File: src/rtl/core/rslot_pkg.sv
package rslot_pkg;

  localparam int SLOTS_DEF       = 8;
  localparam int MAX_PAYLOAD_DEF = 64;

  // Request kinds carried on the input tuser.
  localparam logic [2:0] REQ_ENQUEUE = 3'd0;
  localparam logic [2:0] REQ_POLL    = 3'd1;
  localparam logic [2:0] REQ_ACK     = 3'd2;
  localparam logic [2:0] REQ_CANCEL  = 3'd3;
  localparam logic [2:0] REQ_CLEAR   = 3'd4;

  // Result codes carried on the output tuser.
  localparam logic [3:0] RES_QUEUED     = 4'd0;
  localparam logic [3:0] RES_FULL       = 4'd1;
  localparam logic [3:0] RES_INVALID    = 4'd2;
  localparam logic [3:0] RES_SEND       = 4'd3;
  localparam logic [3:0] RES_EXHAUSTED  = 4'd4;
  localparam logic [3:0] RES_NONE_DUE   = 4'd5;
  localparam logic [3:0] RES_ACK_OK     = 4'd6;
  localparam logic [3:0] RES_ACK_REJECT = 4'd7;
  localparam logic [3:0] RES_NOT_FOUND  = 4'd8;
  localparam logic [3:0] RES_CANCELLED  = 4'd9;
  localparam logic [3:0] RES_CLEARED    = 4'd10;

  // Configuration register indexes (paddr[2]).
  localparam logic REG_ATTEMPT_LIMIT = 1'b0;
  localparam logic REG_RETRY_TIMEOUT = 1'b1;

  typedef struct packed {
    logic [7:0]  node;
    logic [7:0]  seq;
    logic [15:0] tag;
    logic [31:0] deadline;
    logic [7:0]  attempts;
  } slot_rec_t;

  localparam int REC_W = $bits(slot_rec_t);

endpackage

File: src/rtl/core/rslot_ram.sv
module rslot_ram #(
  parameter int WIDTH = 8,
  parameter int DEPTH = 8
) (
  input  logic                                 clk,
  input  logic                                 wr_en,
  input  logic [(DEPTH > 1 ? $clog2(DEPTH) : 1)-1:0] wr_addr,
  input  logic [WIDTH-1:0]                     wr_data,
  input  logic [(DEPTH > 1 ? $clog2(DEPTH) : 1)-1:0] rd_addr,
  output logic [WIDTH-1:0]                     rd_data
);

  logic [WIDTH-1:0] mem [DEPTH];

  always_ff @(posedge clk) begin
    if (wr_en) begin
      mem[wr_addr] <= wr_data;
    end
    rd_data <= mem[rd_addr];
  end

endmodule

File: src/rtl/core/retransmission_slot_table.sv
// Channel  Dir  Width  Contents
// s_*      in   80+3   request: tdata node/seq/length/tag/now/ack_ok, tuser request kind
// m_*      out  48+4   result: tdata node/seq/tag/attempts/pending, tuser result code
// APB      in   32     attempt limit at 0x0, retry_timeout at 0x4
//
// Each request scans the slot memory one slot per cycle, and a hit ends the
// scan early. Clear, unknown kinds and overlong enqueues skip the scan.
// The one read port of the slot memory and the one shared 32-bit adder
// (deadline compare during the scan, rearm in the decision step) set the rate.
// Reset empties the table at once. A stalled result stays in the output
// register; the next request is still taken, and its result then waits in the
// output state until the earlier transfer completes. s_tready is high only
// while the block is idle.
module retransmission_slot_table
  import rslot_pkg::*;
#(
  parameter int SLOTS       = SLOTS_DEF,
  parameter int MAX_PAYLOAD = MAX_PAYLOAD_DEF
) (
  input  logic        clk,
  input  logic        rst,
  input  logic        s_tvalid,
  output logic        s_tready,
  // [7:0] node_id, [15:8] sequence_req, [23:16] payload_len,
  // [39:24] frame_tag, [71:40] now_ms, [72] ack_ok, [79:73] zero
  input  logic [79:0] s_tdata,
  // [2:0] req_type
  input  logic [2:0]  s_tuser,
  output logic        m_tvalid,
  input  logic        m_tready,
  // [7:0] out_node, [15:8] out_sequence, [31:16] out_tag,
  // [39:32] attempt_count, [43:40] pending_slots, [47:44] zero
  output logic [47:0] m_tdata,
  // [3:0] result_code
  output logic [3:0]  m_tuser,
  input  logic        psel,
  input  logic        penable,
  input  logic        pwrite,
  input  logic [2:0]  paddr,
  input  logic [31:0] pwdata,
  output logic [31:0] prdata,
  output logic        pready
);

  localparam int IDXW = (SLOTS > 1) ? $clog2(SLOTS) : 1;
  localparam int CNTW = $clog2(SLOTS + 1);
  localparam logic [IDXW-1:0] LAST_IDX = IDXW'(SLOTS - 1);

  typedef enum logic [3:0] {
    ST_IDLE = 4'b0001,
    ST_SCAN = 4'b0010,
    ST_DONE = 4'b0100,
    ST_OUT  = 4'b1000
  } state_t;

  state_t state;

  logic [7:0]  attempt_limit;
  logic [30:0] retry_timeout;

  logic [2:0]  req;
  logic [7:0]  r_node;
  logic [7:0]  r_seq;
  logic [15:0] r_tag;
  logic [31:0] r_now;
  logic        r_ok;
  logic        len_bad;

  logic            iss_busy;
  logic [IDXW-1:0] iss_idx;
  logic            chk_vld;
  logic [IDXW-1:0] chk_idx;
  logic            hit_found;
  logic [IDXW-1:0] hit_idx;
  slot_rec_t       hit_rec;
  logic            free_found;
  logic [IDXW-1:0] free_idx;

  logic [SLOTS-1:0] valid;
  logic [CNTW-1:0]  pending;

  logic [3:0]  res_code;
  logic [7:0]  res_node;
  logic [7:0]  res_seq;
  logic [15:0] res_tag;
  logic [7:0]  res_att;

  slot_rec_t       rd_rec;
  slot_rec_t       wr_rec;
  logic            wr_en;
  logic [IDXW-1:0] wr_addr;

  logic [31:0] alu_b;
  logic        alu_cin;
  logic [31:0] alu_sum;

  logic       chk_valid;
  logic       chk_match;
  logic       chk_due;
  logic       chk_hit;
  logic       att_spent;
  logic       poll_hit;
  logic       cfg_wr;
  logic [6:0] pend_ext;
  logic [3:0] pend_out;

  // Configuration port.
  assign pready = 1'b1;
  assign cfg_wr = psel & penable & pwrite;

  always_ff @(posedge clk) begin
    if (rst) begin
      attempt_limit <= 8'd3;
      retry_timeout <= 31'd1000;
    end else if (cfg_wr) begin
      case (paddr[2])
        REG_ATTEMPT_LIMIT: begin
          attempt_limit <= (pwdata[7:0] == 8'd0) ? 8'd1 : pwdata[7:0];
        end
        REG_RETRY_TIMEOUT: begin
          retry_timeout <= pwdata[30:0];
        end
        default: begin
        end
      endcase
    end
  end

  always_comb begin
    case (paddr[2])
      REG_ATTEMPT_LIMIT: prdata = {24'd0, attempt_limit};
      REG_RETRY_TIMEOUT: prdata = {1'b0, retry_timeout};
      default:           prdata = 32'd0;
    endcase
  end

  // Slot memory: read at the scan index, written in the decision step.
  rslot_ram #(
    .WIDTH(REC_W),
    .DEPTH(SLOTS)
  ) u_ram (
    .clk     (clk),
    .wr_en   (wr_en),
    .wr_addr (wr_addr),
    .wr_data (wr_rec),
    .rd_addr (iss_idx),
    .rd_data (rd_rec)
  );

  // Shared adder: now - deadline while scanning, now + timeout when rearming.
  always_comb begin
    if (state == ST_DONE) begin
      alu_b   = {1'b0, retry_timeout};
      alu_cin = 1'b0;
    end else begin
      alu_b   = ~rd_rec.deadline;
      alu_cin = 1'b1;
    end
  end
  assign alu_sum = r_now + alu_b + 32'(alu_cin);

  assign chk_valid = valid[chk_idx];
  assign chk_match = chk_valid && (rd_rec.node == r_node) && (rd_rec.seq == r_seq);
  assign chk_due   = chk_valid && !alu_sum[31];
  assign chk_hit   = (req == REQ_POLL) ? chk_due : chk_match;
  assign att_spent = hit_rec.attempts >= attempt_limit;
  assign poll_hit  = (req == REQ_POLL) && hit_found;

  always_comb begin
    wr_en   = 1'b0;
    wr_addr = hit_idx;
    wr_rec  = hit_rec;
    if (state == ST_DONE) begin
      if (req == REQ_ENQUEUE) begin
        wr_en           = !len_bad && !hit_found && free_found;
        wr_addr         = free_idx;
        wr_rec.node     = r_node;
        wr_rec.seq      = r_seq;
        wr_rec.tag      = r_tag;
        wr_rec.deadline = r_now;
        wr_rec.attempts = 8'd0;
      end else if (req == REQ_POLL) begin
        wr_en           = hit_found && !att_spent;
        wr_rec.deadline = alu_sum;
        wr_rec.attempts = hit_rec.attempts + 8'd1;
      end
    end
  end

  assign s_tready = (state == ST_IDLE);

  always_ff @(posedge clk) begin
    if (rst) begin
      state      <= ST_IDLE;
      valid      <= '0;
      pending    <= '0;
      iss_busy   <= 1'b0;
      chk_vld    <= 1'b0;
      hit_found  <= 1'b0;
      free_found <= 1'b0;
      m_tvalid   <= 1'b0;
    end else begin
      // In the output state the valid flag is handled below.
      if (m_tvalid && m_tready && state != ST_OUT) begin
        m_tvalid <= 1'b0;
      end
      case (state)
        ST_IDLE: begin
          if (s_tvalid) begin
            req        <= s_tuser;
            r_node     <= s_tdata[7:0];
            r_seq      <= s_tdata[15:8];
            r_tag      <= s_tdata[39:24];
            r_now      <= s_tdata[71:40];
            r_ok       <= s_tdata[72];
            len_bad    <= s_tdata[23:16] > 8'(MAX_PAYLOAD);
            hit_found  <= 1'b0;
            free_found <= 1'b0;
            iss_idx    <= '0;
            chk_vld    <= 1'b0;
            if ((s_tuser == REQ_ENQUEUE && s_tdata[23:16] <= 8'(MAX_PAYLOAD)) ||
                s_tuser == REQ_POLL || s_tuser == REQ_ACK || s_tuser == REQ_CANCEL) begin
              iss_busy <= 1'b1;
              state    <= ST_SCAN;
            end else begin
              state <= ST_DONE;
            end
          end
        end
        ST_SCAN: begin
          if (iss_busy) begin
            iss_idx <= iss_idx + IDXW'(1);
            if (iss_idx == LAST_IDX) begin
              iss_busy <= 1'b0;
            end
          end
          chk_vld <= iss_busy;
          chk_idx <= iss_idx;
          if (chk_vld) begin
            if (chk_hit) begin
              hit_found <= 1'b1;
              hit_idx   <= chk_idx;
              hit_rec   <= rd_rec;
              state     <= ST_DONE;
            end else begin
              if (!chk_valid && !free_found) begin
                free_found <= 1'b1;
                free_idx   <= chk_idx;
              end
              if (chk_idx == LAST_IDX) begin
                state <= ST_DONE;
              end
            end
          end
        end
        ST_DONE: begin
          res_node <= poll_hit ? hit_rec.node : 8'd0;
          res_seq  <= poll_hit ? hit_rec.seq : 8'd0;
          res_tag  <= poll_hit ? hit_rec.tag : 16'd0;
          res_att  <= !poll_hit ? 8'd0 :
                      (att_spent ? hit_rec.attempts : hit_rec.attempts + 8'd1);
          case (req)
            REQ_ENQUEUE: begin
              if (len_bad || hit_found) begin
                res_code <= RES_INVALID;
              end else if (free_found) begin
                valid[free_idx] <= 1'b1;
                pending         <= pending + CNTW'(1);
                res_code        <= RES_QUEUED;
              end else begin
                res_code <= RES_FULL;
              end
            end
            REQ_POLL: begin
              if (!hit_found) begin
                res_code <= RES_NONE_DUE;
              end else if (att_spent) begin
                valid[hit_idx] <= 1'b0;
                pending        <= pending - CNTW'(1);
                res_code       <= RES_EXHAUSTED;
              end else begin
                res_code <= RES_SEND;
              end
            end
            REQ_ACK, REQ_CANCEL: begin
              if (!hit_found) begin
                res_code <= RES_NOT_FOUND;
              end else begin
                valid[hit_idx] <= 1'b0;
                pending        <= pending - CNTW'(1);
                if (req == REQ_CANCEL) begin
                  res_code <= RES_CANCELLED;
                end else begin
                  res_code <= r_ok ? RES_ACK_OK : RES_ACK_REJECT;
                end
              end
            end
            REQ_CLEAR: begin
              valid    <= '0;
              pending  <= '0;
              res_code <= RES_CLEARED;
            end
            default: begin
              res_code <= RES_INVALID;
            end
          endcase
          state <= ST_OUT;
        end
        ST_OUT: begin
          if (!m_tvalid || m_tready) begin
            m_tvalid <= 1'b1;
            m_tuser  <= res_code;
            m_tdata  <= {4'd0, pend_out, res_att, res_tag, res_seq, res_node};
            state    <= ST_IDLE;
          end
        end
        default: begin
          state <= ST_IDLE;
        end
      endcase
    end
  end

  // The count saturates at 15 for tables larger than the field can show.
  assign pend_ext = 7'(pending);
  assign pend_out = (pend_ext > 7'd15) ? 4'd15 : pend_ext[3:0];

endmodule

File: config.mk
export PLATFORM = sky130hd
export DESIGN_NAME = retransmission_slot_table
export DESIGN_NICKNAME = d
export VERILOG_FILES = /design/src/rtl/core/rslot_pkg.sv /design/src/rtl/core/rslot_ram.sv /design/src/rtl/core/retransmission_slot_table.sv
export SDC_FILE = /design/constraint.sdc
export NUM_CORES = 1
export LEC_CHECK = 0
export BUFFER_PORTS_ARGS = -buffer_cell sky130_fd_sc_hd__buf_2
export CAP_MARGIN = 30
export CORE_MARGIN = 8
export CORE_UTILIZATION = 30
export CTS_CLUSTER_SIZE = 12
export DETAILED_ROUTE_END_ITERATION = 12
export SYNTH_ARGS = -nofsm -noshare
export SYNTH_HDL_FRONTEND = slang
export SYNTH_SLANG_ARGS = --single-unit
File: constraint.sdc
create_clock -name clk -period 17 [get_ports clk]
set_input_delay 3.4 -clock clk [delete_from_list [all_inputs] [get_ports clk]]
set_output_delay 3.4 -clock clk [all_outputs]
set_load 0.01 [all_outputs]
==> results_dict.tcl, run 1 <==
set metrics [dict create \
    dpl_cell_area_um2 40400 \
    finalHoldViolCount 0 \
    postSynth.asyncResetShare_pct 0 \
    grt_busiest_layer "met2" \
    fin_ws_ps 8980 \
    worstPathMaxFanout 41 \
    drv_cap 0 \
    ir_drop_mv 0.0752 \
    synth-main-ff-cell "edfxtp_1" \
    holdWs_ps 393 \
    cp.required_ps 13600 \
    outcome "completed" \
    post_drt_wl_per_cell_um 21.7 \
    power_w 0.00526 \
    ys_ff_latch 953 \
    start_kind "primary input" \
    drt_iter0_markers 1702 \
    grt_pass1_vias 20962 \
    cts_tree "yes" \
    port_buffers 195 \
    critPathMaxStageDelay_ps 580 \
    setup_viol 0 \
    syn2layout_area_growth_pct 17.0 \
    dieHeight_um 369 \
    drtAntennaViolNets 0 \
    vias 20315 \
    viasPerCell 4.84 \
    core-area_um2 124000 \
    grt_use_met2_pct 21.3 \
    postSynthCellCount 2242 \
    synth_edf_count 821 \
    rows 129 \
    finalWeightedCongestion 0.804 \
    postCtsSetupRepairBufs 0 \
    htreeDepth 3 \
    timing.fmax_mhz 125 \
    crit_path_frequent_cell "buf_2" \
    cp_cell_sequence "buf_2 > mux2_2 > buf_2" \
    path_clk_slew_ps 60 \
    clkSinkCount 953 \
    layout.nets 2646 \
    synthDistinctLibCells 66 \
    rsz0062_at_grt "no" \
    p_leak_nw 14.8 \
    hpwl_mm 53.4 \
    power.density_nw_per_um2 120 \
    finalCritPeriodShare_pct 47.2 \
    die_area_um2 136000 \
    synth_area_um2 37400 \
    ys.warnings.count 0 \
    critical_path.slowest_cell "buf_2" \
    cts_resized 0 \
    fin_skew_ps 41.3 \
    worstSkewPairLatency_ps 680 \
    worst_ep_arrival_time_ps 4620 \
    relSlewSlack_pct 29.9 \
    design_area_um2 43700 \
    syn-mean-instance-area_um2 16.7 \
    drtPass1Iterations 5 \
    postCtsHoldBufs 0 \
    root_buffer "clkbuf_16" \
    critical_path_class "in -> out" \
    grt_max_degree 107 \
    antenna_found_initial 8 \
    ys_seq_area_share_pct 73.1 \
    slew_violations 0 \
    io_pins 212 \
    initial_core_util_pct 30.2 \
    grt_first_pass_wirelength_mm 136 \
    die_w_um 369 \
    totalWireLength_mm 91.3 \
    pre_cts_slack_ps 8970 \
    grt_usage_pct 13.0 \
    worstSetupEndpointType "primary output" \
    cts_buffers 99 \
    worst_pin_slew_ps 1040 \
    timing.setup.tns_ps 0 \
    met1_usage_pct 17.8 \
    cp_top_family "buffers and inverters" \
    drive_above_1_share_pct 24.3 \
    ctsLongestPathBuffers 3 \
    crit_buf_inv 2 \
    fin_crit_ps 8020 \
    overflow 0 \
    hp-class "reg -> reg" \
    drc 0 \
    grt_util_met3_pct 2.47 \
]
## cell usage after synthesis (15+ instances only)
master    instances  area share, %
o21ai_0          61           0.82
nand3_1          24           0.32
nand2b_1         15           0.25
and2_1           30           0.50
mux4_2          146            8.8
a21o_1           18           0.36
mux2_2           75            2.3
a21oi_1         118            1.6
nor3_1           27           0.36
nor2_1           91           0.91
buf_1            16           0.16
xnor2_1          36           0.84
inv_1            24           0.24
edfxtp_1        821             66
a22oi_1          26           0.52
clkbuf_1         78           0.78
dfxtp_1         132            7.1
ha_1             43            1.4
and3_1           41           0.69
nand2_1         237            2.4
## final cells by class
class / instances / area, um2
Fill cell: 11748 / 79900
Tap cell: 1637 / 2050
Timing Repair Buffer: 241 / 1370
Multi-Input combinational cell: 1155 / 9630
Inverter: 25 / 93.8
Clock inverter: 29 / 424
Clock buffer: 155 / 2840
Sequential cell: 953 / 27300
Antenna cell: 3 / 7.51
## cells in the final DEF (no fill, tap or decap), types with 26 or more instances in the layout
cell type	netlist	routed
edfxtp_1	821	821
nand2_1	237	237
buf_2	9	197
mux4_2	146	146
dfxtp_1	132	132
a21oi_1	118	118
clkbuf_16	0	101
nor2_1	91	78
mux2_2	75	75
o21ai_0	61	61
ha_1	43	43
clkbuf_1	78	43
and3_1	41	41
buf_4	7	41
xnor2_1	36	36
and2_1	30	30
a22oi_1	26	26
## worst paths after layout
path / slack, ps / from / cells after the start / end
worst max register to register: 11450 / state[1] / 15 / u_ram.mem[5][38]
worst min register to register: 390 / u_ram.rd_data[0] / 0 / hit_rec[0]
worst min-delay path: 390 / u_ram.rd_data[0] / 0 / hit_rec[0]
worst max-delay path: 8980 / paddr[2] / 3 / prdata[0]
## metal layers
layer,routed length (um),share of wire [%]
met2,43400,47
met4,1720,1.9
met3,5320,5.8
met5,26,0.028
met1,40900,45
## where the power goes
| part | internal, W | leakage (nW) | switching [W] |
|---|---|---|---|
| clock network | 0.00125 | 1.56 | 0.000903 |
| logic | 0.000212 | 4.69 | 0.000271 |
| registers | 0.00258 | 8.50 | 0.0000381 |
## cells by family (layout without fill, tap and decap cells)
| kind of cell | Yosys count | count (layout) | share of synthesized area [%] |
|---|---|---|---|
| AND/OR/NAND/NOR | 521 | 521 | 6.43 |
| XOR/XNOR | 50 | 50 | 1.17 |
| other | 2 | 9 | 0.0201 |
| adder cells (fa/ha/maj) | 46 | 46 | 1.60 |
| buffers and inverters | 138 | 450 | 1.53 |
| multiplexers | 223 | 223 | 11.1 |
| flip-flops | 953 | 953 | 73.1 |
| AO/OA/AOI/OAI | 309 | 309 | 5.08 |
## worst reg2reg max path, cell delays in order, from the launching register on
cell       delay [ps]
dfxtp_1           410
nor2_1             80
nand3b_1          250
buf_4             420
inv_1             430
fa_1              570
fa_1              480
nor2b_1           170
o2111ai_1         240
a211oi_2          320
o21ai_1           190
o2111ai_2         330
nand2_1           160
o31ai_1           350
mux2i_1           110
o21ai_0           690
## through the flow
stage / instances / util [%]
2_1_floorplan: 2246 / -
3_3_place_gp: 4007 / 32.7
3_5_place_dp: 4010 / 32.7
4_1_cts: 4194 / 35.3
5_1_grt: 4196 / 35.3
6_report: 4198 / 35.4
## sequential cells by signal (all words and copies together), names as in the netlist, 4 cells and up
name and flops:
r_tag 16, r_now 32, res_tag 16, res_att 8, u_ram.rd_data 72, r_seq 8, m_tdata 44, valid 8
res_seq 8, hit_rec 72, u_ram.mem 576, m_tuser 4, res_node 8, attempt_limit 8, state 4, pending 4
retry_timeout 31, r_node 8, res_code 4
No activity file was read; power rests on OpenSTA's default activity.
==> inputs of run 2 (changes only) <==
- ABC_AREA: default -> 1
- clock period: 17 -> 6.7 ns (I/O delays scaled with it)
==> results_dict.tcl, run 2 <==
set metrics [dict create \
    outcome "completed" \
    synth_area_um2 38100 \
    htreeDepth 3 \
    fin_util_pct 35.1 \
    dpl_cell_area_um2 41100 \
    dieHeight_um 372 \
    design_area_um2 44100 \
    clkSinkCount 953 \
    worst_pin_slew_ps 1240 \
    ctsLongestPathBuffers 3 \
    r2r_slack_ps 2120 \
    hpwl_mm 58.7 \
    cp.required_ps 6980 \
    synth_largest_area_cell "edfxtp_1" \
    drc 0 \
    timing.setup.tns_ps 0 \
    relSlewSlack_pct 17.4 \
    grt_first_pass_wirelength_mm 146 \
    drtPass1Iterations 5 \
    cts_tree "yes" \
    crit_cells 18 \
    postSynthCellCount 3253 \
    start_kind "flop" \
    yosysMostFrequentCell "edfxtp_1" \
    die_w_um 372 \
    syn2layout_area_growth_pct 15.9 \
    slew_violations 0 \
    grt_max_degree 214 \
    io_pins 212 \
    worstPathMaxFanout 75 \
    top_regs "u_ram.mem x576, hit_rec x72, u_ram.rd_data x72" \
    postCtsSetupRepairBufs 0 \
    fin_crit_ps 4580 \
    worstSkewPairLatency_ps 680 \
    postCtsHoldBufs 0 \
    cp_top_family "buffers and inverters" \
    ys.warnings.count 0 \
    rows 130 \
    viasPerCell 4.82 \
    syn-mean-instance-area_um2 11.7 \
    holdWs_ps 403 \
    regMostFlops "u_ram.mem" \
    synth_top_area_share_pct 64.7 \
    drv_cap 0 \
    ir_drop_mv 0.271 \
    nFillCells 12440 \
    totalWireLength_mm 98.0 \
    worstSetupEndpointType "flop" \
    drt_iter0_markers 2151 \
    ys_ff_latch 953 \
    vias 24889 \
    synth-main-ff-cell "edfxtp_1" \
    fin_skew_ps 32.6 \
    setup_viol 0 \
    r2r_cells 18 \
    rsz0062_at_grt "no" \
    holdPathStages 0 \
    finalHoldViolCount 0 \
    core-area_um2 126000 \
    cts_buffers 99 \
    critical_path.slowest_cell "buf_4" \
    timing.fmax_mhz 218 \
    final_cell_mix "821 x edfxtp_1, 671 x nor2_1, 458 x o21ai_0" \
    multi_input_area_um2 9530 \
    p_leak_nw 15.5 \
    power.density_nw_per_um2 321 \
    postSynth.asyncResetShare_pct 0 \
    cp_cell_sequence "nor2_1 > nand3_1 > buf_4 > inv_2 > buf_4 > o21ai_0 > ha_1 > nand2_1 > nor2_1 > inv_1 > nor3_1 > nand2_1 > nand2_1 > nand2_1 > nand3_1 > nand2_1 > nor3_4 > buf_12" \
    die_area_um2 139000 \
    synth_edf_count 821 \
    drive_above_1_share_pct 12.0 \
    synthTopCellsByArea "edfxtp_1 65%, dfxtp_1 6.9%, nor2_1 6.7%, o21ai_0 6.0%, nand2_1 2.8%" \
    ys_seq_area_share_pct 71.7 \
    critical_path_class "reg -> reg" \
    synthDistinctLibCells 49 \
    grt_pass1_vias 24008 \
    cts_resized 0 \
    post_drt_wl_per_cell_um 19.0 \
    critPathMaxStageDelay_ps 530 \
    antenna_found_initial 12 \
    root_buffer "clkbuf_16" \
    pre_cts_slack_ps 2130 \
    port_buffers 195 \
    largest_reg_flops 576 \
    worst_ep_arrival_time_ps 4870 \
    fin_ws_ps 2120 \
    register_area_um2 27300 \
    drtAntennaViolNets 0 \
    path_clk_slew_ps 60 \
    hp-class "reg -> reg" \
    crit_buf_inv 5 \
    finalWeightedCongestion 0.868 \
    initial_core_util_pct 30.3 \
    crit_path_frequent_cell "nand2_1" \
    layout.nets 3605 \
    grt_usage_pct 13.7 \
    finalCritPeriodShare_pct 68.4 \
    final_common_cell "edfxtp_1" \
    synth_top_cells_by_count "821 x edfxtp_1, 682 x nor2_1, 458 x o21ai_0" \
    overflow 0 \
]
## run 2: cell types whose count changed after synthesis, moves of 26 or more
cell,previous run,this run
clkbuf_1,78,126
and3_1,41,1
o22ai_1,5,80
mux4_2,146,0
a31oi_1,14,77
nand2_1,237,288
xnor2_1,36,8
a22oi_1,26,0
o21ai_0,61,458
nor2_1,91,682
and2_1,30,1
mux2_2,75,0
inv_1,24,181
nand3_1,24,52
## run 2: cell type report
class	count	area share [%]
flip-flops and latches	953	61.8
multi-input cells	1949	21.6
clock buffers	153	6.39
well taps	1650	4.68
repair buffers	242	3.32
inverters	189	1.64
clock inverters	28	0.527
diodes	2	0.0113
## run 2: final timing paths
path | start | endpoint
setup / recovery | state[0] | hit_rec[44]
hold / removal | u_ram.rd_data[55] | hit_rec[55]
hold reg to reg | u_ram.rd_data[55] | hit_rec[55]
setup reg to reg | state[0] | hit_rec[44]
## run 2: routing by layer
metal	up-vias	part of all wire [%]	track usage, %
li1	11915	-	-
met1	12089	45	18.6
met2	718	46	22.0
met3	153	6.7	2.44
met4	14	2.6	4.55
met5	-	0.094	0
## run 2: per-stage QoR
step	power [W]	instances
after global routing	0.0148	5164
after detailed placement	0.00909	4981
final	0.0141	5166
after global placement	0.00908	4977
after floorplan	0.00841	3257
after CTS	0.0143	5162
## run 2: logic make-up after synthesis
group | after synthesis | synth area share, %
XOR/XNOR | 19 | 0.437
buffers and inverters | 355 | 3.62
other | 2 | 0.0197
AO/OA/AOI/OAI | 780 | 11.2
adder cells (fa/ha/maj) | 46 | 1.57
flip-flops | 953 | 71.7
AND/OR/NAND/NOR | 1098 | 11.5
## run 2: worst reg2reg max path: cells and delay by family (launching register included)
family | cells | cell delay [ps]
buffers and inverters | 5 | 1700
AO/OA/AOI/OAI | 1 | 200
adder cells (fa/ha/maj) | 1 | 380
AND/OR/NAND/NOR | 11 | 1510
flip-flops | 1 | 340
## run 2: where the power goes
group / total, W / internal, W / switching (W) / leakage (nW)
clock: 0.00518 / 0.00291 / 0.00227 / 1.48
combinational: 0.00208 / 0.000652 / 0.00142 / 5.52
sequential: 0.00689 / 0.00672 / 0.000175 / 8.50
